$ cat src/rtl/core/emcm_pkg.sv
// emcm_pkg: shared types, codes and constants of the emg motor command mixer
// depends on: nothing; used by every module of the mixer

package emcm_pkg;

   // field widths
   localparam int unsigned EMG_W   = 12;
   localparam int unsigned DIST_W  = 16;
   localparam int unsigned AGE_W   = 8;
   localparam int unsigned DRIVE_W = 9;
   localparam int unsigned QUOT_W  = 8;
   // numerator 2*n*255 + d stays below 2^21 for 12-bit codes
   localparam int unsigned NUM_W   = EMG_W + 9;
   localparam int unsigned DEN_W   = EMG_W + 1;
   localparam int unsigned CSR_IDX_W  = 3;
   localparam int unsigned CSR_DATA_W = 16;

   // request queue between front and back
   localparam int unsigned QUEUE_DEPTH = 2;
   localparam int unsigned QPTR_W      = $clog2(QUEUE_DEPTH);
   localparam int unsigned QCNT_W      = $clog2(QUEUE_DEPTH + 1);

   // request operation codes
   localparam logic [1:0] OP_TICK = 2'd0;
   localparam logic [1:0] OP_EMG  = 2'd1;
   localparam logic [1:0] OP_DIST = 2'd2;

   // register indexes
   localparam logic [CSR_IDX_W-1:0] CSR_FIRST_LOW   = 3'd0;
   localparam logic [CSR_IDX_W-1:0] CSR_FIRST_HIGH  = 3'd1;
   localparam logic [CSR_IDX_W-1:0] CSR_SECOND_LOW  = 3'd2;
   localparam logic [CSR_IDX_W-1:0] CSR_SECOND_HIGH = 3'd3;
   localparam logic [CSR_IDX_W-1:0] CSR_SAFETY      = 3'd4;
   localparam logic [CSR_IDX_W-1:0] CSR_RECOVERY    = 3'd5;
   localparam logic [CSR_IDX_W-1:0] CSR_FRESHNESS   = 3'd6;

   // register reset values
   localparam logic [EMG_W-1:0]  RST_WINDOW_LOW  = 12'd0;
   localparam logic [EMG_W-1:0]  RST_WINDOW_HIGH = 12'd4095;
   localparam logic [DIST_W-1:0] RST_SAFETY      = 16'd100;
   localparam logic [DIST_W-1:0] RST_RECOVERY    = 16'd100;
   localparam logic [AGE_W-1:0]  RST_FRESHNESS   = 8'd4;

   // drive constants
   localparam logic [AGE_W-1:0]          AGE_MAX     = 8'd255;
   localparam logic signed [DRIVE_W-1:0] REVERSE_CMD = -9'sd100;
   localparam logic signed [DRIVE_W-1:0] CENTER_CMD  = 9'sd128;
   localparam logic signed [DRIVE_W-1:0] STOP_CMD    = 9'sd0;
   localparam logic signed [DRIVE_W:0]   DIFF_LIMIT  = 10'sd140;

   typedef enum logic [1:0] {
      MODE_NORMAL  = 2'd0,
      MODE_REVERSE = 2'd1,
      MODE_STALE   = 2'd2
   } mode_type;

   typedef enum logic [1:0] {
      KIND_TICK = 2'd0,
      KIND_EMG  = 2'd1,
      KIND_DIST = 2'd2
   } kind_type;

   typedef enum logic [2:0] {
      BK_IDLE,
      BK_PREP_FIRST,
      BK_DIV_FIRST,
      BK_PREP_SECOND,
      BK_DIV_SECOND,
      BK_FINISH
   } back_state_type;

   // classified request as it sits in the queue
   typedef struct packed {
      kind_type           kind;
      logic [EMG_W-1:0]   emg_first;
      logic [EMG_W-1:0]   emg_second;
      logic [DIST_W-1:0]  distance_mm;
   } item_type;

   typedef struct packed {
      logic [EMG_W-1:0]  first_low;
      logic [EMG_W-1:0]  first_high;
      logic [EMG_W-1:0]  second_low;
      logic [EMG_W-1:0]  second_high;
      logic [DIST_W-1:0] safety;
      logic [DIST_W-1:0] recovery;
      logic [AGE_W-1:0]  freshness;
   } cfg_type;

   typedef struct packed {
      logic              start;
      logic [NUM_W-1:0]  numerator;
      logic [DEN_W-1:0]  divisor;
   } div_req_type;

   typedef struct packed {
      logic              done;
      logic [QUOT_W-1:0] quotient;
   } div_rsp_type;

endpackage

$ cat src/rtl/core/emg_motor_command_mixer_unit.sv
// emg_motor_command_mixer_unit: top level, register file and wiring of front, back, divider
// depends on: emcm_pkg, emcm_front, emcm_back, emcm_divider

// Turns EMG sample pairs, ultrasonic distances and control ticks into left and
// right drive commands, one result per control tick and none for samples or
// distances. Each request is queued in a two-entry queue and then carried out
// in order: a sample or distance only updates held state, a stale or obstacle
// tick goes straight to the finish state, and a normal steering tick scales
// each EMG channel in turn in the shared serial divider at one quotient bit per
// cycle, unless its window is flat. Requests keep being accepted until the queue
// is full, also while a result waits to be popped. The user must write registers
// through the csr port only while no request is in flight; the block does not enforce it.

module emg_motor_command_mixer_unit (
   input  logic                                    clock,
   input  logic                                    reset,
   input  logic                                    req_push,
   output logic                                    req_full,
   input  logic [1:0]                              req_operation,
   input  logic [emcm_pkg::EMG_W-1:0]              req_emg_first,
   input  logic [emcm_pkg::EMG_W-1:0]              req_emg_second,
   input  logic [emcm_pkg::DIST_W-1:0]             req_distance_mm,
   output logic                                    rsp_empty,
   input  logic                                    rsp_pop,
   output logic signed [emcm_pkg::DRIVE_W-1:0]     rsp_left_drive,
   output logic signed [emcm_pkg::DRIVE_W-1:0]     rsp_right_drive,
   output logic [1:0]                              rsp_drive_mode,
   input  logic                                    csr_write,
   input  logic [emcm_pkg::CSR_IDX_W-1:0]          csr_index,
   input  logic [emcm_pkg::CSR_DATA_W-1:0]         csr_wdata
);

   emcm_pkg::cfg_type      cfg_ff, cfg_in;
   emcm_pkg::item_type     head;
   logic                   head_valid;
   logic                   head_pop;
   emcm_pkg::div_req_type  div_req;
   emcm_pkg::div_rsp_type  div_rsp;

   // register file writes
   always_comb begin
      cfg_in = cfg_ff;
      if (csr_write) begin
         unique case (csr_index)
            emcm_pkg::CSR_FIRST_LOW:   cfg_in.first_low   = csr_wdata[emcm_pkg::EMG_W-1:0];
            emcm_pkg::CSR_FIRST_HIGH:  cfg_in.first_high  = csr_wdata[emcm_pkg::EMG_W-1:0];
            emcm_pkg::CSR_SECOND_LOW:  cfg_in.second_low  = csr_wdata[emcm_pkg::EMG_W-1:0];
            emcm_pkg::CSR_SECOND_HIGH: cfg_in.second_high = csr_wdata[emcm_pkg::EMG_W-1:0];
            emcm_pkg::CSR_SAFETY:      cfg_in.safety      = csr_wdata[emcm_pkg::DIST_W-1:0];
            emcm_pkg::CSR_RECOVERY:    cfg_in.recovery    = csr_wdata[emcm_pkg::DIST_W-1:0];
            emcm_pkg::CSR_FRESHNESS:   cfg_in.freshness   = csr_wdata[emcm_pkg::AGE_W-1:0];
            default:                   cfg_in = cfg_ff;
         endcase
      end
   end

   always_ff @(posedge clock) begin
      if (reset) begin
         cfg_ff.first_low   <= emcm_pkg::RST_WINDOW_LOW;
         cfg_ff.first_high  <= emcm_pkg::RST_WINDOW_HIGH;
         cfg_ff.second_low  <= emcm_pkg::RST_WINDOW_LOW;
         cfg_ff.second_high <= emcm_pkg::RST_WINDOW_HIGH;
         cfg_ff.safety      <= emcm_pkg::RST_SAFETY;
         cfg_ff.recovery    <= emcm_pkg::RST_RECOVERY;
         cfg_ff.freshness   <= emcm_pkg::RST_FRESHNESS;
      end else begin
         cfg_ff <= cfg_in;
      end
   end

   // intake and queue
   emcm_front u_front (
      .clock           (clock),
      .reset           (reset),
      .req_push        (req_push),
      .req_full        (req_full),
      .req_operation   (req_operation),
      .req_emg_first   (req_emg_first),
      .req_emg_second  (req_emg_second),
      .req_distance_mm (req_distance_mm),
      .head_valid      (head_valid),
      .head            (head),
      .head_pop        (head_pop)
   );

   // command sequencer
   emcm_back u_back (
      .clock           (clock),
      .reset           (reset),
      .cfg             (cfg_ff),
      .head_valid      (head_valid),
      .head            (head),
      .head_pop        (head_pop),
      .div_req         (div_req),
      .div_rsp         (div_rsp),
      .rsp_empty       (rsp_empty),
      .rsp_pop         (rsp_pop),
      .rsp_left_drive  (rsp_left_drive),
      .rsp_right_drive (rsp_right_drive),
      .rsp_drive_mode  (rsp_drive_mode)
   );

   // shared channel scaling divider
   emcm_divider u_divider (
      .clock   (clock),
      .reset   (reset),
      .div_req (div_req),
      .div_rsp (div_rsp)
   );

endmodule

$ cat src/rtl/core/emcm_front.sv
// emcm_front: request intake, classification and a short queue to the back end
// depends on: emcm_pkg

module emcm_front (
   input  logic                          clock,
   input  logic                          reset,
   input  logic                          req_push,
   output logic                          req_full,
   input  logic [1:0]                    req_operation,
   input  logic [emcm_pkg::EMG_W-1:0]    req_emg_first,
   input  logic [emcm_pkg::EMG_W-1:0]    req_emg_second,
   input  logic [emcm_pkg::DIST_W-1:0]   req_distance_mm,
   output logic                          head_valid,
   output emcm_pkg::item_type            head,
   input  logic                          head_pop
);

   emcm_pkg::item_type                q_mem_ff [emcm_pkg::QUEUE_DEPTH];
   logic [emcm_pkg::QPTR_W-1:0]       wr_ptr_ff, wr_ptr_in;
   logic [emcm_pkg::QPTR_W-1:0]       rd_ptr_ff, rd_ptr_in;
   logic [emcm_pkg::QCNT_W-1:0]       count_ff, count_in;
   emcm_pkg::item_type                item;
   logic                              keep;
   logic                              store;
   logic                              take;

   // classify: the unused operation code is accepted and dropped
   always_comb begin
      item.emg_first   = req_emg_first;
      item.emg_second  = req_emg_second;
      item.distance_mm = req_distance_mm;
      item.kind        = emcm_pkg::KIND_TICK;
      keep             = 1'b1;
      unique case (req_operation)
         emcm_pkg::OP_TICK: item.kind = emcm_pkg::KIND_TICK;
         emcm_pkg::OP_EMG:  item.kind = emcm_pkg::KIND_EMG;
         emcm_pkg::OP_DIST: item.kind = emcm_pkg::KIND_DIST;
         default:           keep = 1'b0;
      endcase
   end

   assign req_full   = (count_ff == emcm_pkg::QCNT_W'(emcm_pkg::QUEUE_DEPTH));
   assign head_valid = (count_ff != '0);
   assign head       = q_mem_ff[rd_ptr_ff];
   assign store      = req_push && !req_full && keep;
   assign take       = head_pop && head_valid;

   // pointer and fill count update
   always_comb begin
      wr_ptr_in = wr_ptr_ff;
      rd_ptr_in = rd_ptr_ff;
      count_in  = count_ff;
      if (store) begin
         if (wr_ptr_ff == emcm_pkg::QPTR_W'(emcm_pkg::QUEUE_DEPTH - 1)) begin
            wr_ptr_in = '0;
         end else begin
            wr_ptr_in = wr_ptr_ff + 1'b1;
         end
      end
      if (take) begin
         if (rd_ptr_ff == emcm_pkg::QPTR_W'(emcm_pkg::QUEUE_DEPTH - 1)) begin
            rd_ptr_in = '0;
         end else begin
            rd_ptr_in = rd_ptr_ff + 1'b1;
         end
      end
      if (store && !take) begin
         count_in = count_ff + 1'b1;
      end else if (take && !store) begin
         count_in = count_ff - 1'b1;
      end
   end

   always_ff @(posedge clock) begin
      if (reset) begin
         wr_ptr_ff <= '0;
         rd_ptr_ff <= '0;
         count_ff  <= '0;
      end else begin
         wr_ptr_ff <= wr_ptr_in;
         rd_ptr_ff <= rd_ptr_in;
         count_ff  <= count_in;
      end
   end

   // queue storage
   always_ff @(posedge clock) begin
      if (store) begin
         q_mem_ff[wr_ptr_ff] <= item;
      end
   end

endmodule

$ cat src/rtl/core/emcm_divider.sv
// emcm_divider: restoring divider, one quotient bit per cycle, 8-bit quotient
// depends on: emcm_pkg; caller guarantees numerator < 256 * divisor

module emcm_divider (
   input  logic                  clock,
   input  logic                  reset,
   input  emcm_pkg::div_req_type div_req,
   output emcm_pkg::div_rsp_type div_rsp
);

   localparam int unsigned CNT_W = $clog2(emcm_pkg::QUOT_W);

   logic                             busy_ff, busy_in;
   logic                             done_ff, done_in;
   logic [CNT_W-1:0]                 cnt_ff, cnt_in;
   logic [emcm_pkg::NUM_W-1:0]       rem_ff, rem_in;
   logic [emcm_pkg::NUM_W-1:0]       dsh_ff, dsh_in;
   logic [emcm_pkg::QUOT_W-1:0]      quot_ff, quot_in;
   logic                             fits;

   assign fits = (rem_ff >= dsh_ff);

   // one compare and subtract per cycle against the shifted divisor
   always_comb begin
      busy_in = busy_ff;
      done_in = 1'b0;
      cnt_in  = cnt_ff;
      rem_in  = rem_ff;
      dsh_in  = dsh_ff;
      quot_in = quot_ff;
      if (div_req.start) begin
         busy_in = 1'b1;
         cnt_in  = CNT_W'(emcm_pkg::QUOT_W - 1);
         rem_in  = div_req.numerator;
         dsh_in  = emcm_pkg::NUM_W'({div_req.divisor, (emcm_pkg::QUOT_W - 1)'(0)});
         quot_in = '0;
      end else if (busy_ff) begin
         if (fits) begin
            rem_in = rem_ff - dsh_ff;
         end
         quot_in = {quot_ff[emcm_pkg::QUOT_W-2:0], fits};
         dsh_in  = dsh_ff >> 1;
         cnt_in  = cnt_ff - 1'b1;
         if (cnt_ff == '0) begin
            busy_in = 1'b0;
            done_in = 1'b1;
         end
      end
   end

   always_ff @(posedge clock) begin
      if (reset) begin
         busy_ff <= 1'b0;
         done_ff <= 1'b0;
      end else begin
         busy_ff <= busy_in;
         done_ff <= done_in;
      end
   end

   always_ff @(posedge clock) begin
      cnt_ff  <= cnt_in;
      rem_ff  <= rem_in;
      dsh_ff  <= dsh_in;
      quot_ff <= quot_in;
   end

   assign div_rsp.done     = done_ff;
   assign div_rsp.quotient = quot_ff;

endmodule

$ cat src/rtl/core/emcm_back.sv
// emcm_back: held sensor state, obstacle latch, command sequencer and result register
// depends on: emcm_pkg; drives one emcm_divider shared by both channels

module emcm_back (
   input  logic                                 clock,
   input  logic                                 reset,
   input  emcm_pkg::cfg_type                    cfg,
   input  logic                                 head_valid,
   input  emcm_pkg::item_type                   head,
   output logic                                 head_pop,
   output emcm_pkg::div_req_type                div_req,
   input  emcm_pkg::div_rsp_type                div_rsp,
   output logic                                 rsp_empty,
   input  logic                                 rsp_pop,
   output logic signed [emcm_pkg::DRIVE_W-1:0]  rsp_left_drive,
   output logic signed [emcm_pkg::DRIVE_W-1:0]  rsp_right_drive,
   output logic [1:0]                           rsp_drive_mode
);

   emcm_pkg::back_state_type               state_ff, state_in;
   logic                                   latch_ff, latch_in;
   logic [emcm_pkg::AGE_W-1:0]             age_ff, age_in;
   logic [emcm_pkg::EMG_W-1:0]             first_ff, first_in;
   logic [emcm_pkg::EMG_W-1:0]             second_ff, second_in;
   logic [emcm_pkg::DIST_W-1:0]            dist_ff, dist_in;
   logic signed [emcm_pkg::DRIVE_W-1:0]    left_ff, left_in;
   logic signed [emcm_pkg::DRIVE_W-1:0]    right_ff, right_in;
   emcm_pkg::mode_type                     mode_ff, mode_in;
   logic                                   out_valid_ff, out_valid_in;
   logic signed [emcm_pkg::DRIVE_W-1:0]    out_left_ff, out_left_in;
   logic signed [emcm_pkg::DRIVE_W-1:0]    out_right_ff, out_right_in;
   emcm_pkg::mode_type                     out_mode_ff, out_mode_in;

   logic                                   fresh;
   logic                                   near;
   logic                                   far;
   logic [emcm_pkg::DIST_W:0]              release_dist;
   logic [emcm_pkg::EMG_W-1:0]             clamp_first;
   logic [emcm_pkg::EMG_W-1:0]             clamp_second;
   logic [emcm_pkg::EMG_W-1:0]             sel_code, sel_low, sel_high;
   logic [emcm_pkg::EMG_W-1:0]             span_n, span_d;
   logic                                   flat;
   logic [emcm_pkg::NUM_W-1:0]             numerator;
   logic signed [emcm_pkg::DRIVE_W:0]      diff;
   logic signed [emcm_pkg::DRIVE_W-1:0]    lim_left, lim_right;
   logic signed [emcm_pkg::DRIVE_W-1:0]    scaled;
   logic                                   out_free;
   logic                                   div_start;

   // tick decisions on the held state
   assign fresh        = (age_ff < cfg.freshness);
   assign near         = (dist_ff < cfg.safety);
   assign release_dist = {1'b0, cfg.safety} + {1'b0, cfg.recovery};
   assign far          = ({1'b0, dist_ff} > release_dist);

   // clamp held samples to their windows, low bound tested first
   always_comb begin
      if (first_ff < cfg.first_low) begin
         clamp_first = cfg.first_low;
      end else if (first_ff > cfg.first_high) begin
         clamp_first = cfg.first_high;
      end else begin
         clamp_first = first_ff;
      end
      if (second_ff < cfg.second_low) begin
         clamp_second = cfg.second_low;
      end else if (second_ff > cfg.second_high) begin
         clamp_second = cfg.second_high;
      end else begin
         clamp_second = second_ff;
      end
   end

   // scaling operands of the channel being prepared: (2*n*255 + d) / (2*d)
   always_comb begin
      if (state_ff == emcm_pkg::BK_PREP_FIRST) begin
         sel_code = first_ff;
         sel_low  = cfg.first_low;
         sel_high = cfg.first_high;
      end else begin
         sel_code = second_ff;
         sel_low  = cfg.second_low;
         sel_high = cfg.second_high;
      end
      span_n    = (sel_code >= sel_low) ? sel_code - sel_low : sel_low - sel_code;
      span_d    = (sel_high >= sel_low) ? sel_high - sel_low : sel_low - sel_high;
      flat      = (sel_low == sel_high);
      numerator = {span_n, 9'd0} - emcm_pkg::NUM_W'({span_n, 1'b0})
                  + emcm_pkg::NUM_W'(span_d);
   end

   assign div_req.start     = div_start;
   assign div_req.numerator = numerator;
   assign div_req.divisor   = {span_d, 1'b0};
   assign scaled            = emcm_pkg::DRIVE_W'({1'b0, div_rsp.quotient});

   // wheel difference limit
   always_comb begin
      diff      = {left_ff[emcm_pkg::DRIVE_W-1], left_ff}
                  - {right_ff[emcm_pkg::DRIVE_W-1], right_ff};
      lim_left  = left_ff;
      lim_right = right_ff;
      if (diff > emcm_pkg::DIFF_LIMIT) begin
         lim_left = emcm_pkg::DRIVE_W'({right_ff[emcm_pkg::DRIVE_W-1], right_ff}
                    + emcm_pkg::DIFF_LIMIT);
      end else if (diff < -emcm_pkg::DIFF_LIMIT) begin
         lim_right = emcm_pkg::DRIVE_W'({left_ff[emcm_pkg::DRIVE_W-1], left_ff}
                     + emcm_pkg::DIFF_LIMIT);
      end
   end

   assign out_free = !out_valid_ff || rsp_pop;

   // sequencer: next state and register updates
   always_comb begin
      state_in      = state_ff;
      latch_in      = latch_ff;
      age_in        = age_ff;
      first_in      = first_ff;
      second_in     = second_ff;
      dist_in       = dist_ff;
      left_in       = left_ff;
      right_in      = right_ff;
      mode_in       = mode_ff;
      out_left_in   = out_left_ff;
      out_right_in  = out_right_ff;
      out_mode_in   = out_mode_ff;
      out_valid_in  = out_valid_ff && !rsp_pop;
      head_pop      = 1'b0;
      div_start     = 1'b0;
      unique case (state_ff)
         emcm_pkg::BK_IDLE: begin
            if (head_valid) begin
               head_pop = 1'b1;
               unique case (head.kind)
                  emcm_pkg::KIND_EMG: begin
                     first_in  = head.emg_first;
                     second_in = head.emg_second;
                     age_in    = '0;
                  end
                  emcm_pkg::KIND_DIST: begin
                     dist_in = head.distance_mm;
                  end
                  default: begin
                     // control tick: decide from the age as it stands
                     if (age_ff != emcm_pkg::AGE_MAX) begin
                        age_in = age_ff + 1'b1;
                     end
                     if (!fresh) begin
                        left_in  = emcm_pkg::STOP_CMD;
                        right_in = emcm_pkg::STOP_CMD;
                        mode_in  = emcm_pkg::MODE_STALE;
                        state_in = emcm_pkg::BK_FINISH;
                     end else if (latch_ff || near) begin
                        left_in  = emcm_pkg::REVERSE_CMD;
                        right_in = emcm_pkg::REVERSE_CMD;
                        mode_in  = emcm_pkg::MODE_REVERSE;
                        latch_in = !far;
                        state_in = emcm_pkg::BK_FINISH;
                     end else begin
                        first_in  = clamp_first;
                        second_in = clamp_second;
                        mode_in   = emcm_pkg::MODE_NORMAL;
                        state_in  = emcm_pkg::BK_PREP_FIRST;
                     end
                  end
               endcase
            end
         end
         emcm_pkg::BK_PREP_FIRST: begin
            if (flat) begin
               left_in  = emcm_pkg::CENTER_CMD;
               state_in = emcm_pkg::BK_PREP_SECOND;
            end else begin
               div_start = 1'b1;
               state_in  = emcm_pkg::BK_DIV_FIRST;
            end
         end
         emcm_pkg::BK_DIV_FIRST: begin
            if (div_rsp.done) begin
               left_in  = scaled;
               state_in = emcm_pkg::BK_PREP_SECOND;
            end
         end
         emcm_pkg::BK_PREP_SECOND: begin
            if (flat) begin
               right_in = emcm_pkg::CENTER_CMD;
               state_in = emcm_pkg::BK_FINISH;
            end else begin
               div_start = 1'b1;
               state_in  = emcm_pkg::BK_DIV_SECOND;
            end
         end
         emcm_pkg::BK_DIV_SECOND: begin
            if (div_rsp.done) begin
               right_in = scaled;
               state_in = emcm_pkg::BK_FINISH;
            end
         end
         emcm_pkg::BK_FINISH: begin
            if (out_free) begin
               out_left_in  = lim_left;
               out_right_in = lim_right;
               out_mode_in  = mode_ff;
               out_valid_in = 1'b1;
               state_in     = emcm_pkg::BK_IDLE;
            end
         end
         default: begin
            state_in = emcm_pkg::BK_IDLE;
         end
      endcase
   end

   // control and held state
   always_ff @(posedge clock) begin
      if (reset) begin
         state_ff     <= emcm_pkg::BK_IDLE;
         latch_ff     <= 1'b0;
         age_ff       <= emcm_pkg::AGE_MAX;
         first_ff     <= '0;
         second_ff    <= '0;
         dist_ff      <= '0;
         out_valid_ff <= 1'b0;
      end else begin
         state_ff     <= state_in;
         latch_ff     <= latch_in;
         age_ff       <= age_in;
         first_ff     <= first_in;
         second_ff    <= second_in;
         dist_ff      <= dist_in;
         out_valid_ff <= out_valid_in;
      end
   end

   // working and result payload
   always_ff @(posedge clock) begin
      left_ff      <= left_in;
      right_ff     <= right_in;
      mode_ff      <= mode_in;
      out_left_ff  <= out_left_in;
      out_right_ff <= out_right_in;
      out_mode_ff  <= out_mode_in;
   end

   assign rsp_empty       = !out_valid_ff;
   assign rsp_left_drive  = out_left_ff;
   assign rsp_right_drive = out_right_ff;
   assign rsp_drive_mode  = out_mode_ff;

endmodule

$ cat config.mk
export PLATFORM = sky130hd
export DESIGN_NAME = emg_motor_command_mixer_unit
export DESIGN_NICKNAME = d
export VERILOG_FILES = /design/src/rtl/core/emcm_pkg.sv /design/src/rtl/core/emg_motor_command_mixer_unit.sv /design/src/rtl/core/emcm_front.sv /design/src/rtl/core/emcm_divider.sv /design/src/rtl/core/emcm_back.sv
export SDC_FILE = /design/constraint.sdc
export NUM_CORES = 1
export LEC_CHECK = 0
export ABC_AREA = 1
export ABC_CLOCK_PERIOD_IN_PS = 9400
export BUFFER_PORTS_ARGS = -buffer_cell sky130_fd_sc_hd__buf_4
export CAP_MARGIN = 10
export CORE_UTILIZATION = 55
export CTS_CLUSTER_SIZE = 16
export DETAILED_ROUTE_END_ITERATION = 7
export GPL_ROUTABILITY_DRIVEN = 1
export PLACE_DENSITY = 0.72
export SLEW_MARGIN = 20
export SYNTH_ARGS = -nofsm -noshare
export SYNTH_HDL_FRONTEND = slang
export SYNTH_HIERARCHICAL = 1
export SYNTH_SLANG_ARGS = --single-unit
export TNS_END_PERCENT = 30
$ cat constraint.sdc
create_clock -name clock -period 9.4 [get_ports clock]
set_input_delay 0.47 -clock clock [delete_from_list [all_inputs] [get_ports clock]]
set_output_delay 0.47 -clock clock [all_outputs]
set_load 0.05 [all_outputs]
Yosys cells after proc, flatten, opt, wreduce, memory -nomap -nowiden
Memory sizes are Yosys's and may differ from the RTL's. A register that Yosys moved wholly into a read port is not among the register bits.
Index checks and enable logic that the tools add are counted.
{"block": "classes", "n_addsub": 17, "mul": 0, "n_div": 0, "order_cmp": 12, "eq_ne": 27, "shift": 0, "mux": 64, "bitwise_logic": 3, "reduce_logical": 50}
{"cell": "2-to-1 mux 12 bit", "count": 13}
{"cell": "2-to-1 mux 9 bit", "count": 9}
{"cell": "2-to-1 mux 21 bit", "count": 3}
{"cell": "case mux 9 bit (3 select lines)", "count": 2}
{"cell": "case mux 12 bit (2 select lines)", "count": 2}
{"cell": "subtractor 12 bit", "count": 4}
{"cell": "2-to-1 mux 20 bit", "count": 2}
{"cell": "greater-or-equal comparator 12 bit", "count": 2}
{"cell": "greater-than comparator 12 bit", "count": 2}
{"cell": "< comparator 12 bit", "count": 2}
{"cell": "AND reduction 6 bit", "count": 4}
{"cell": "adder 21 x 12 -> 21 bit", "count": 1}
{"cell": "greater-or-equal comparator 21 x 20 -> 1 bit", "count": 1}
{"cell": "2-to-1 mux 3 bit", "count": 7}
{"cell": "subtractor 21 x 13 -> 21 bit", "count": 1}
{"cell": "subtractor 21 x 20 -> 21 bit", "count": 1}
{"cell": "2-to-1 mux 1 bit", "count": 20}
{"cell": "adder 9 bit (second input constant)", "count": 2}
{"cell": "case mux 3 bit (6 select lines)", "count": 1}
{"cell": "AND reduction 2 bit", "count": 9}
{"cell": "adder 16 x 16 -> 17 bit", "count": 1}
{"cell": "greater-than comparator 16 x 17 -> 1 bit", "count": 1}
{"cell": "< comparator 16 bit", "count": 1}
{"cell": "case mux 8 bit (2 select lines)", "count": 1}
{"cell": "other kinds (35)", "count": 81}
{"block": "totals", "reg_bits": 239, "latchBits": 0, "ram_bits": 84, "rom_bits": 0, "input_bits": 66, "out_inout_bits": 22, "elab_cells": 204, "n_memories": 1}
{"name": "u_front.q_mem_ff", "words": 2, "width": 42, "rd": 1, "rd_clocked_by_memory_dff": 1, "wr": 1, "line": "emcm_front.sv:18", "rtl": "emcm_pkg::item_type q_mem_ff [emcm_pkg::QUEUE_DEPTH];"}

Depth between registers and ports, before layout
Gate-level depths: netlist (run 1).
{"block": "depth", "depth_word": 8, "depth_mapped": 36, "ltp_nobuf": 34}

Cells and area by module
The synthesis (run 1) kept the hierarchy.
{"module": "emcm_back", "n_inst": 1, "cells_per_inst": 1784, "area_each_um2": 11915.2, "seq_area_each_um2": 2262.2}
{"module": "emcm_front", "n_inst": 1, "cells_per_inst": 173, "area_each_um2": 3497.1, "seq_area_each_um2": 2622.5}
{"module": "emcm_divider", "n_inst": 1, "cells_per_inst": 483, "area_each_um2": 3494.6, "seq_area_each_um2": 1421.4}
{"module": "emg_motor_command_mixer_unit", "n_inst": 1, "cells_per_inst": 479, "area_each_um2": 3460.8, "seq_area_each_um2": 1761.7}

Worst setup path before layout (run 1)
OpenSTA, ideal clock, no wires.
{"block": "synth_path", "kind": "reg-to-reg", "start": "register u_back.state_ff[2]", "end": "register u_divider/rem_ff[18] in the netlist's numbering, data pin", "setup_ns": 0.254, "arrival_ns": 5.015, "required_ns": 9.146, "setup_slack_ns": 4.132, "stages_incl_launch_ff": 34, "path_buffers": 3, "synth_period_minus_slack_ns": 5.268, "cell_sequence": "dfxtp_1 > inv_2 > nand3_2 > buf_6 > clkbuf_1 > o21ai_0 > inv_1 > fa_1 > inv_1 > nand2_1 > nand2_1 > inv_1 > nand2_1 > nand4_1 > nand3_2 > nand2_2 > nand2_4 > buf_6 > nand3_1 > o21ai_0 > inv_1 > ha_1 > ha_1 > a21oi_1 > o21ai_0 > a21oi_1 > o21ai_0 > a21oi_1 > o21ai_0 > nand2_1 > nand2_1 > xor2_1 > nand2_1 > nand2_1"}
{"item": "start: declaration", "line": "emcm_back.sv:20", "rtl": "emcm_pkg::back_state_type state_ff, state_in;"}
{"item": "start signal: assignment", "line": "emcm_back.sv:218", "rtl": "state_ff <= emcm_pkg::BK_IDLE;"}
{"item": "start signal: assignment", "line": "emcm_back.sv:226", "rtl": "state_ff <= state_in;"}
{"item": "end signal: assignment", "line": "emcm_divider.sv:63", "rtl": "rem_ff <= rem_in;"}
{"item": "end: declaration", "line": "emcm_divider.sv:16", "rtl": "logic [emcm_pkg::NUM_W-1:0] rem_ff, rem_in;"}

==> impl_metrics.yaml, run 1 <==
yosys:
  synth_compound_area_share_pct: 9.90
  yosysTopAreaCell: "edfxtp_1"
  synth.distinct_cells: 65
  synth_area_leaders: "edfxtp_1 (21%), dfxtp_1 (15%), nand2_1 (12%)"
  synth-seq-area-share_pct: 36.1
  syn_area_per_cell_sq_um: 7.66
  synth_most_common_cell: "nand2_1"
  synth_seq_cells: 324
  synth_warnings: 6
  synthXorXnorAreaFrac_pct: 3.17
  syn-cell-area_sq_um: 22400
  synth_top_family_by_area: "simple AND/OR/NAND/NOR gates"
  ys.flop_type: "dfxtp_1"
  mappedNetlistNets: 3203
  synth-simple-area-share_pct: 26.3
  async_flop_share_pct: 0
  syn_inst: 2919
  yosys.area_share.adder_pct: 12.5
  synth_commonest_cells: "nand2_1 (739), inv_1 (392), nor2_1 (268), nand3_1 (219), ha_1 (208)"
  netlist.area_leader.share_pct: 21.2
  synthMuxAreaShare_pct: 2.83
  synth_edf_count: 158
cts:
  numCtsBuffers: 35
  htree_levels: 2
  cts_tree: "yes"
  clock_latency_ns: 0.55
  hold_buffers: 0
  clockBufferDepth: 3
  cts-root-buf: "clkbuf_16"
  cts_resized: 0
  postCtsSetupBuffers: 0
  clkTransAtPathRegs_ns: 0.06
  clkSinkCount: 324
placement:
  io_buffer_count: 87
  gp_congestion: 1.02
  hpwl_mm: 49.0
drt:
  via_count: 19500
  via_per_inst: 5.56
  drt-initial-drc-count: 1347
  ant_nets: 0
  dr.pass1.iters: 5
  routed_wl_mm: 63.0
  wire_per_inst_um: 17.9
  drcViolationCount: 0
cells_and_area:
  insertedDiodeCount: 0
  regArea_sq_um: 8070
  finalNetCount: 3251
  n_fill_cell: 3563
  multi_input_area_sq_um: 12300
  drive_above_1_share_pct: 9.33
  area_growth_pct: 9.25
critical_path:
  reg2reg_slack_ns: 3.09
  startpoint_type: "register"
  end_kind: "register"
  critPathKind: "register to register"
  r2r-start: "u_back/state_ff[2]$_SDFFE_PP0P_"
  crit_top_cell: "o21ai_0"
  cp.arrival_ns: 6.60
  cp.required_ns: 9.69
  path_max_fanout: 72
  max_stage_delay_ns: 0.74
  reg2reg_depth: 25
  slowest_stage: "o21ai_0"
  timing.rr.end: "u_divider/rem_ff[18]$_DFFE_PP_"
die:
  rows: 73
  die_h_um: 204
  dieArea_sq_um: 41500
  fp.dieW_um: 204
  io_pins: 88
  core_region_area_sq_um: 39900
  floorplan.initialDensity_pct: 56.0
global_routing:
  grt_pass1_vias: 18500
  grt-ovfl-total: 0
  grt_usage_pct: 30.4
  gr-usage-met3_pct: 4.68
  grt_pass1_wl_mm: 98.8
  grt_antenna_before_repair: 2
  use_met1_pct: 39.6
  top_usage_layer: "met2"
  met2_usage_pct: 51.6
  grt_max_degree: 73
timing:
  clock_skew_ns: 0.0247
  finalMaxSlewViolations: 0
  finalHoldViolations: 0
  timing.slew.headroom_pct: 30.2
  fin_crit_ns: 6.31
  rsz0062_at_grt: "no"
  worstMarginPinSlew_ns: 1.05
  finalSetupViolCount: 0
  fmax_mhz: 159
  fin_setup_tns_ns: 0
  fin_crit_sh_pct: 67.1
flow_run:
  maxCapViolations: 0
hold_path:
  hold-path-endpoint: "u_front/q_mem_ff[0][23]$_DFFE_PP_"
  min-delay-start: "req_emg_second[7]"
  hold_path.class: "input pin to register"
  holdPathStages: 1
run_status:
  status: "complete, no violations"
## worst max path at each step
stage / from / end / slack, ns
2_1_floorplan: u_back/state_ff[2]$_SDFFE_PP0P_ / u_divider/rem_ff[18]$_DFFE_PP_ / 4.13
3_3_place_gp: u_back/state_ff[2]$_SDFFE_PP0P_ / u_divider/rem_ff[18]$_DFFE_PP_ / 3.43
3_5_place_dp: u_back/state_ff[2]$_SDFFE_PP0P_ / u_divider/rem_ff[18]$_DFFE_PP_ / 3.17
4_1_cts: u_back/state_ff[2]$_SDFFE_PP0P_ / u_divider/rem_ff[18]$_DFFE_PP_ / 3.14
5_1_grt: u_back/state_ff[2]$_SDFFE_PP0P_ / u_divider/rem_ff[18]$_DFFE_PP_ / 2.47
6_report: u_back/state_ff[2]$_SDFFE_PP0P_ / u_divider/rem_ff[18]$_DFFE_PP_ / 3.09
## flip-flops by register name, indices dropped and copies added (netlist names), 12 cells and up, named ones only
name              cells
cfg_ff               88
u_back/dist_ff       16
u_back/first_ff      12
u_back/second_ff     12
u_divider/dsh_ff     20
u_divider/rem_ff     21
u_front/q_mem_ff     84
## layout make-up
type                            instances  area share (%)
Inverter                              410            6.30
Timing Repair Buffer                   98            3.01
Tap cell                              525            2.69
Clock buffer                           47            3.89
Clock inverter                         14           0.860
Multi-Input combinational cell       2098            50.2
Sequential cell                       324            33.0
## routing by layer
metal	vias to the layer above	routed length (um)
met5	-	0
met4	0	2010
met3	110	4060
met2	626	29500
met1	9145	27400
li1	9663	-
## metrics by stage
stage	std cells	area (sq um)	worst slack, ns	hold WS (ns)	util, %
floorplan	2919	22400	4.13	0.400	-
global placement	3455	23300	3.43	0.414	58.3
detailed placement	3455	23300	3.17	0.418	58.3
CTS	3516	24400	3.14	0.0837	61.2
global route	3516	24400	2.47	0.0878	61.2
finish	3516	24400	3.09	0.111	61.2
## logic make-up after synthesis
| kind of cell | after synthesis |
|---|---|
| buf+inv | 497 |
| compound gates | 390 |
| fa+ha+maj | 218 |
| flops | 324 |
| mux | 43 |
| simple gates | 1366 |
| other cells | 1 |
| xor+xnor | 80 |
## layout by cell type (no fill, tap or decap), drive strengths merged, types with 4 or more instances in the layout
cell type and instances:
o21ai 140, a31oi 7, clkbuf 47, fa 10, nand3 227, mux2 42, ha 208, xnor2 31
nor2 285, o21bai 10, a211oi 9, dfxtp 166, a21boi 4, a21oi 152, xor2 49, nor3 25
nand2 765, o22ai 11, o21a 11, clkinv 7, bufinv 5, edfxtp 158, buf 98, or2 6
o31ai 7, o221ai 5, a21o 4, inv 410, nand3b 11, nand4 38, o211ai 24
## worst max-delay path: cells and delay by family, from the launching register on
family                     cells  cell delay, ns
DFF                            1            0.38
xor gates and xnor gates       1            0.14
buffers and inverters          5            1.06
and+or+nand+nor                8            0.89
AOI/OAI and AO/OA              8            2.45
adders and majority gates      3            1.07
Power of run 1 is left out: the tool's default activity adds up to more than one toggle a clock period on the data nets, which glitch-free logic cannot reach.
==> run 2: changes to the inputs <==
Settings changed: ABC_AREA 1 to 0, ABC_CLOCK_PERIOD_IN_PS 9400 to 6600.
Clock period 9.4 ns to 6.6 ns, I/O delays scaled along.
==> impl_metrics.yaml, run 2 <==
run_status:
  status: "complete, no violations"
drt:
  drcViolationCount: 0
  routed_wl_mm: 54.5
  drt-initial-drc-count: 964
  via_count: 16700
  dr.pass1.iters: 7
  wire_per_inst_um: 18.7
  via_per_inst: 5.74
  ant_nets: 0
power:
  switchingPower_mw: 6.10
  pwr-share-comb_pct: 63.8
  totalPowerFinal_mw: 14.1
  p_leak_nw: 11.1
  seq_power_share_pct: 20.7
  cellPowerDensity_nw_per_um2: 571
  switching_share_pct: 43.1
  power.share.clock_pct: 15.6
  p_int_mw: 8.03
  ir_worst_vdd_mv: 0.617
yosys:
  synth_commonest_cells: "ha_1 (208), inv_1 (187), nor2_1 (172), dfxtp_1 (166), edfxtp_1 (158)"
  syn-cell-area_sq_um: 21400
  mappedNetlistNets: 2513
  synth_seq_cells: 324
  async_flop_share_pct: 0
  synth_area_leaders: "edfxtp_1 (22%), dfxtp_1 (16%), ha_1 (12%)"
  synth_most_common_cell: "ha_1"
  ys.flop_type: "dfxtp_1"
  synth_edf_count: 158
  synth.distinct_cells: 95
  syn_inst: 2229
  yosysTopAreaCell: "edfxtp_1"
  syn_area_per_cell_sq_um: 9.58
  netlist.area_leader.share_pct: 22.2
  synth-seq-area-share_pct: 37.8
  synth_warnings: 6
critical_path:
  cp.required_ns: 7.00
  path_max_fanout: 11
  end_kind: "register"
  startpoint_type: "register"
  cp.arrival_ns: 6.67
  critPathKind: "register to register"
cells_and_area:
  area_growth_pct: 15.8
  regMostFlops: "cfg_ff"
  final_common_cell: "ha_1"
  insertedDiodeCount: 0
  final_cell_mix: "ha_1 (200), inv_1 (186), nor2_1 (172)"
  n_fill_cell: 3137
  drive_above_1_share_pct: 15.3
  top_regs: "cfg_ff: 88 flops, u_front/q_mem_ff: 84 flops, u_divider/rem_ff: 21 flops"
  largest_reg_flops: 88
  finalNetCount: 2654
  finalNonFillerCells: 2909
die:
  io_pins: 88
  fp.dieW_um: 199
  die_h_um: 199
  dieArea_sq_um: 39600
  floorplan.initialDensity_pct: 56.3
  rows: 71
  core_region_area_sq_um: 37900
timing:
  clock_skew_ns: 0.0385
  finalHoldViolations: 0
  finalSetupViolCount: 0
  fin_crit_ns: 6.27
  finalMaxSlewViolations: 0
  fin_crit_sh_pct: 95.0
  fmax_mhz: 160
  timing.slew.headroom_pct: 27.3
  fin_setup_tns_ns: 0
  worstMarginPinSlew_ns: 1.09
  hold_ws_ns: 0.0657
flow_run:
  maxCapViolations: 0
cts:
  cts-root-buf: "clkbuf_16"
  numCtsBuffers: 37
  clkTransAtPathRegs_ns: 0.07
  clkSinkCount: 324
  cts_tree: "yes"
  clockBufferDepth: 3
  htree_levels: 2
  clock_latency_ns: 0.57
global_routing:
  grt_pass1_wl_mm: 86.1
  grt_usage_pct: 27.7
  grt_pass1_vias: 16200
  grt_antenna_before_repair: 0
  grt_max_degree: 104
  grt-ovfl-total: 0
hold_path:
  hold_path.class: "input pin to register"
placement:
  dp_cells: 2787
  gp_congestion: 0.951
  io_buffer_count: 87
  hpwl_mm: 40.5
==> run 2: power groups by stage <==
stage / Sequential [mW] / Combinational, mW / Clock [mW]
2_1_floorplan: 2.85 / 6.39 / 0
3_3_place_gp: 2.95 / 8.10 / 0
3_5_place_dp: 2.96 / 8.24 / 0
4_1_cts: 2.92 / 8.34 / 2.24
5_1_grt: 2.96 / 9.87 / 2.32
6_report: 2.92 / 9.01 / 2.20
==> run 2: worst max-delay path: stages, from the launching register on <==
cell,delay [ns]
dfxtp_1,0.33
nor3b_4,0.20
buf_6,0.15
buf_4,0.19
buf_12,0.15
mux2_2,0.35
ha_1,0.29
or3_1,0.36
o221a_2,0.17
a21oi_4,0.20
a21oi_2,0.09
mux2_2,0.29
a21oi_2,0.19
o221ai_2,0.17
xnor2_2,0.26
fa_1,0.46
ha_1,0.32
or3_1,0.40
o21ai_2,0.10
a211oi_2,0.08
o31a_1,0.30
o41ai_4,0.32
o21bai_1,0.10
a21oi_1,0.16
xnor2_1,0.14
o22ai_1,0.11
a311oi_1,0.24
==> run 2: what timing repair did <==
item                                   in CTS  in global routing
setup endpoints to repair                   1                  5
endpoints found under the hold margin      80                  0
pin swaps                                   1                 16
hold buffers                               40                  0
resized for setup                           1                 45
setup buffers                               1                 14
==> run 2: per-stage QoR <==
stage | setup slack (ns) | cell area, sq um | util, %
5_1_grt | -0.0297 | 24700 | 65.2
3_3_place_gp | 0.113 | 22700 | 59.7
3_5_place_dp | -0.117 | 22700 | 59.8
6_report | 0.332 | 24700 | 65.2
2_1_floorplan | 0.0796 | 21400 | -
4_1_cts | 0.0551 | 24400 | 64.3
==> run 2: path summary, 6_finish.rpt <==
path                                        start                                  to  slack (ns)  cells after the start
hold / removal                      csr_wdata[15]             cfg_ff[23]$_SDFFE_PP0P_        0.07                      3
hold reg to reg   u_back/mode_ff[1]$_SDFFCE_PN1P_  u_back/rsp_drive_mode[1]$_DFFE_PP_        0.43                      0
setup reg to reg  u_back/state_ff[2]$_SDFFE_PP0P_      u_divider/rem_ff[19]$_DFFE_PP_        0.33                     26
setup / recovery  u_back/state_ff[2]$_SDFFE_PP0P_      u_divider/rem_ff[19]$_DFFE_PP_        0.33                     26
==> run 2: area by class of cell <==
type / instances / area, sq um / share of cell area [%]
Multi-Input combinational cell: 1625 / 12400 / 50.1
Timing Repair Buffer: 195 / 1630 / 6.57
Clock buffer: 50 / 1070 / 4.32
Inverter: 187 / 702 / 2.84
Sequential cell: 324 / 8070 / 32.6
Clock inverter: 17 / 238 / 0.961
Tap cell: 511 / 639 / 2.59
==> run 2: cells by family (layout without fill, tap and decap cells) <==
kind of cell    count (synthesis)  after routing  synth area share [%]
mux                           236            236                  11.6
simple gates                  616            616                  14.5
xor+xnor                       86             86                  3.53
fa+ha+maj                     218            218                  13.1
other cells                     1              1                0.0176
buf+inv                       280            449                  5.31
compound gates                468            468                  14.2
flops                         324            324                  37.8
==> run 2: per-layer routing <==
| metal | global-route usage, % | part of all wire (%) | vias to the layer above |
|---|---|---|---|
| met3 | 3.83 | 5.1 | 113 |
| met4 | 9.66 | 3.4 | 0 |
| met1 | 36.0 | 44 | 7962 |
| met2 | 47.0 | 48 | 467 |
| met5 | 0 | 0 | - |
| li1 | - | - | 8162 |
Power figures use the tool's default switching activity.
